===== config.mk =====
export PLATFORM = sky130hd
export DESIGN_NAME = lpi_div_cell
export DESIGN_NICKNAME = d
export VERILOG_FILES = /design/src/rtl/core/lpi_div_cell.sv
export SDC_FILE = /design/constraint.sdc
export NUM_CORES = 1
export LEC_CHECK = 0
export ABC_AREA = 1
export ABC_CLOCK_PERIOD_IN_PS = 20500
export BUFFER_PORTS_ARGS = -buffer_cell sky130_fd_sc_hd__buf_4
export CAP_MARGIN = 20
export CORE_AREA = 2 2 329 331
export DETAILED_ROUTE_END_ITERATION = 10
export DIE_AREA = 0 0 331 333
export SLEW_MARGIN = 30
export SYNTH_ARGS = -nofsm -noshare
export SYNTH_HDL_FRONTEND = slang
export SYNTH_SLANG_ARGS = --single-unit

===== constraint.sdc =====
create_clock -name i_clk -period 20.5 [get_ports i_clk]
set_input_delay 3.075 -clock i_clk [delete_from_list [all_inputs] [get_ports i_clk]]
set_output_delay 3.075 -clock i_clk [all_outputs]
set_load 0.1 [all_outputs]

===== src/rtl/core/lpi_div_cell.sv =====
// One restoring-division cell: resolves one quotient bit and passes the item on.
module lpi_div_cell #(
    parameter int RW  = 116,
    parameter int SW  = 70,
    parameter int QW  = 32,
    parameter int PLW = 198,
    parameter int BIT = 0
) (
    input  logic           i_clk,
    input  logic           i_rst_n,
    input  logic           i_valid,
    output logic           o_ready,
    input  logic [RW-1:0]  i_rem,
    input  logic [SW-1:0]  i_den,
    input  logic [QW-1:0]  i_q,
    input  logic [PLW-1:0] i_pay,
    output logic           o_valid,
    input  logic           i_ready,
    output logic [RW-1:0]  o_rem,
    output logic [SW-1:0]  o_den,
    output logic [QW-1:0]  o_q,
    output logic [PLW-1:0] o_pay
);

    logic           r_v;
    logic [RW-1:0]  r_rem, n_rem;
    logic [SW-1:0]  r_den;
    logic [QW-1:0]  r_q, n_q;
    logic [PLW-1:0] r_pay;
    logic [RW-1:0]  trial;

    assign o_ready = !r_v || i_ready;

    // Compare the partial remainder with the shifted divisor and subtract on a fit.
    always_comb begin
        trial = RW'(i_den) << BIT;
        n_rem = i_rem;
        n_q   = i_q;
        if (i_rem >= trial) begin
            n_rem  = i_rem - trial;
            n_q[BIT] = 1'b1;
        end
    end

    // Valid bit of the cell.
    always_ff @(posedge i_clk) begin
        if (!i_rst_n) begin
            r_v <= 1'b0;
        end else if (o_ready) begin
            r_v <= i_valid;
        end
    end

    // Data of the cell.
    always_ff @(posedge i_clk) begin
        if (o_ready) begin
            r_rem <= n_rem;
            r_den <= i_den;
            r_q   <= n_q;
            r_pay <= i_pay;
        end
    end

    assign o_valid = r_v;
    assign o_rem   = r_rem;
    assign o_den   = r_den;
    assign o_q     = r_q;
    assign o_pay   = r_pay;

endmodule


## Word-level counts from Yosys, hierarchy flattened

Index checks and enable logic that the tools add are counted.

| word-level totals | value |
|---|---|
| bits in registers | 417 |
| latch bits | 0 |
| bits in writable memories | 0 |
| memory bits (read-only) | 0 |
| bits of input ports | 420 |
| output and inout bits | 418 |
| logic and storage cells | 11 |
| memories kept | 0 |

| operators by class | value |
|---|---|
| add/subtract/negate cells | 1 |
| multiply operators | 0 |
| divide/modulo/power cells | 0 |
| $lt $le $gt $ge | 1 |
| eq/ne operators | 0 |
| shift-type cells | 0 |
| multiplexer cells | 1 |
| bitwise operators | 0 |
| reduce and logical (&&, ||, !) cells | 2 |

Operator list:

| kind | count |
|---|---|
| $ge A116 B70 Y1 | 1 |
| $mux W116 | 1 |
| $sub A116 B70 Y116 | 1 |
| $logic_not A1 Y1 | 1 |
| $logic_or A1 B1 Y1 | 1 |

## Depth between registers and ports, before layout

| logic depth | value |
|---|---|
| word-level depth | 2 |
| depth in mapped cells | 19 |
| mapped depth without buffers | 17 |

## Worst setup path before layout

OpenSTA, ideal clock, no wires.

| path | value |
|---|---|
| kind | input to output |
| start point | input i_ready |
| end point | output o_ready |
| arrival time | 12472 ps |
| data required time | 17425 ps |
| setup slack | 4953 ps |
| stages | 2 |
| path buffers | 0 |
| cell sequence | inv_1 -> nand2_1 |

| on the way | value |
|---|---|
| longest elaborated chain between the ends | 1 |

RTL lines:

| element | RTL line | source |
|---|---|---|
| start: declaration | 18 | `input logic i_ready,` |
| $logic_or A1 B1 Y1 | 32 | `assign o_ready = !r_v \|\| i_ready;` |
| end: declaration | 12 | `output logic o_ready,` |

Every way passes these cells.

## Worst setup path in the final report

Same ends and word-level chain as after synthesis.

==> run summary <==
Mapped cell area = 23,470 um2
Synthesis Warnings = 0
Max Buffers Root-to-Sink = 3
Top_reg_cell synth = edfxtp_1
Post-synthesis compound-gate area fraction = 4.014%
# setup viols final = 0
CP startpoint kind = input pin
Clk_lat worst skew = 0.64 ns
Hold Slack = 1.061 ns
Ports = 838
Setup tns final = 0 ns
Crit path buf inv count = 3
Synth Area in Adders = 3.817%
Dpl cells = 5,097
Clk root buf = clkbuf_16
Vias/cell = 4.235
Final ANT Viol Nets = 0
Setup CP Type = in -> out
# Max-Cap Violations = 0
First-pass GRT wire length = 175,400 um
Mux share of post-synthesis cell area = 0%
Setup slack after layout = 13.41 ns
Core Region = 106,600 um2
CP max stage delay = 0.38 ns
Chip Height = 333 um
Slew HR = 31.89%
Worst EP arrival = 4.01 ns
Post-Route WL = 132,600 um
Grt total ovfl = 0
Hold-fix buffers at CTS = 0
Vias in the first global route = 22,020
Simple-Gate Fraction of Synth Area = 26.56%
DP HPWL = 114,200 um
Util after Layout = 31.27%
DP Area = 31,430 um2
RSZ-0062 raised after global routing = no
DRC viols = 0
Maximum vdd drop = 0.06430 mV
Gpl congestion = 1.005
CTS buffer count = 52
Die area = 110,200 um2
Pin slew with the least headroom to its limit = 1.022 ns
FFs w/ async S/R, synth = 0%
Mean Syn Cell Area = 8.181 um2
Total power = 3.189 mW
DR iter-0 viols = 1,457
Syn nets = 3,360
Largest family of logic cells by synthesized area = simple AND/OR/NAND/NOR gates
Worst slack at placement = 13.35 ns
Largest net degree at the start of global routing = 149
Final hold viol count = 0
Crit path time final = 7.087 ns
Worst Setup End Kind = output port
Slowest CP cell = buf_4
Initial Util = 22.02%
Synth-to-Final Area Change = 42.03%
Proportion of layout cells with a drive suffix above 1 = 26.56%
Drt pass-1 iters = 5
FMAX = 141.1 MHz
Fin nets = 4,239
Run status = complete, no violations
CP cell instances = buf_4, inv_1, nand2_4, buf_4
Rows = 120
Fin. max-slew vios = 0
Post-synth EDFFs = 416
Largest cells by area after synthesis = edfxtp_1 53%, nand2_1 17%, inv_1 9.6%
CTS tree = yes
Crit path max fanout = 23
Clock transition at path regs = 0.06 ns
# H-tree levels = 2
IO buf count = 837
Fin crit share = 34.57%
Worst Skew = 0.01620 ns
Hold WC Path Type = reg -> reg
Leak Pwr = 16.02 nW
Pwr Density = 95.68 nW/um2
CP required = 17.43 ns
Yosys reg bits = 417
Die width = 331 um
Post-detailed-route wirelength per cell = 25.46 um
Delay-heaviest family, CP = buffers and inverters
Cell mode on critical path = buf_4
Post-synthesis sequential area ratio = 53.31%
Via Count = 22,060
Finished Layout Cells = 5,208
Post-CTS Setup Bufs = 0
Clk sinks = 417
Yosys top cell by area = edfxtp_1
Synth top area share = 53.23%
Post-Syn Instances = 2,869
Initial antenna violation count = 18
Synth Area in XOR/XNOR = 1.791%
Post-CTS sizing = 0
Total track usage = 23.22%
Unique cell type count in the Yosys netlist = 36
Finished Cell Area = 33,330 um2
-- cells by family after synthesis --
logic type / count (synthesis)
compound gates: 157
simple gates: 1543
fa+ha+maj: 71
flops: 417
buf+inv: 633
xor+xnor: 48
-- report_power, final --
group / total, mW / internal [mW] / leakage, nW / switching (mW)
combinational: 1.10 / 0.227 / 10.8 / 0.873
clock: 1.03 / 0.619 / 0.906 / 0.411
sequential: 1.06 / 1.03 / 4.31 / 0.0273
total: 3.19 / 1.88 / 16.0 / 1.31
-- area by class of cell --
cell class	count	area, um2
clock buffer	59	1370
clock inverter	39	505.5
fill	11550	73270
sequential	417	12510
multi-input combinational	1819	8499
inverter	614	2307
timing repair buffer	844	6352
tap	1403	1755
antenna	13	32.53
-- registers in the layout, indices dropped and copies added, names as in the netlist --
name and cells:
o_pay 198, o_rem 116, o_den 70, o_q 32, o_valid 1
-- Yosys cell counts, types with 4 or more instances --
cell type     n
a21oi_1      46
a21oi_2      33
buf_2         4
buf_6        11
clkbuf_1      4
edfxtp_1    416
ha_1         70
inv_1       603
inv_2        10
nand2_1    1045
nand2_2       7
nand3_1     116
nand3b_1     18
nand4_1      29
nor2_1      278
nor2_2        8
nor3_1       18
nor4_1        7
o21ai_0      13
o21ai_1      53
o21bai_1      6
or2_2         7
xnor2_1      44
xor2_1        4
-- cell usage in the layout, fill, tap and decap left out, drive strengths merged --
cell | netlist | layout
fa | 1 | 1
ha | 70 | 70
inv | 614 | 614
diode | 0 | 13
dfxtp | 1 | 1
bufinv | 0 | 11
o21bai | 6 | 6
clkbuf | 4 | 59
edfxtp | 416 | 416
nand2 | 1053 | 1053
xor2 | 4 | 4
and2 | 3 | 3
xnor2 | 44 | 44
a21o | 1 | 1
nor3 | 19 | 19
a21boi | 3 | 3
nand4 | 29 | 29
nor2 | 289 | 289
clkinvlp | 0 | 6
or3 | 1 | 1
nand3 | 117 | 117
or2 | 7 | 7
nand3b | 18 | 18
a21oi | 79 | 79
o21ai | 68 | 68
nor4 | 7 | 7
buf | 15 | 844
clkinv | 0 | 22
-- routing by layer --
layer	vias up	wire length, um	global-route usage [%]
li1	10750	-	-
met4	20	5391	8.396
met1	10390	47660	24.74
met3	172	8677	4.974
met2	722	70760	44.19
met5	-	122	0
-- final timing paths --
| path | startpoint | to | slack, ns | depth (start not counted) |
|---|---|---|---|---|
| worst min register to register | o_valid$_SDFFE_PN0P_ | o_den[35]$_DFFE_PP_ | 1.06 | 1 |
| worst max register to register | o_valid$_SDFFE_PN0P_ | o_pay[137]$_DFFE_PP_ | 17.64 | 3 |
| worst min-delay path | o_valid$_SDFFE_PN0P_ | o_den[35]$_DFFE_PP_ | 1.06 | 1 |
| worst max-delay path | i_ready | o_ready | 13.41 | 4 |
Power figures use the tool's default switching activity.
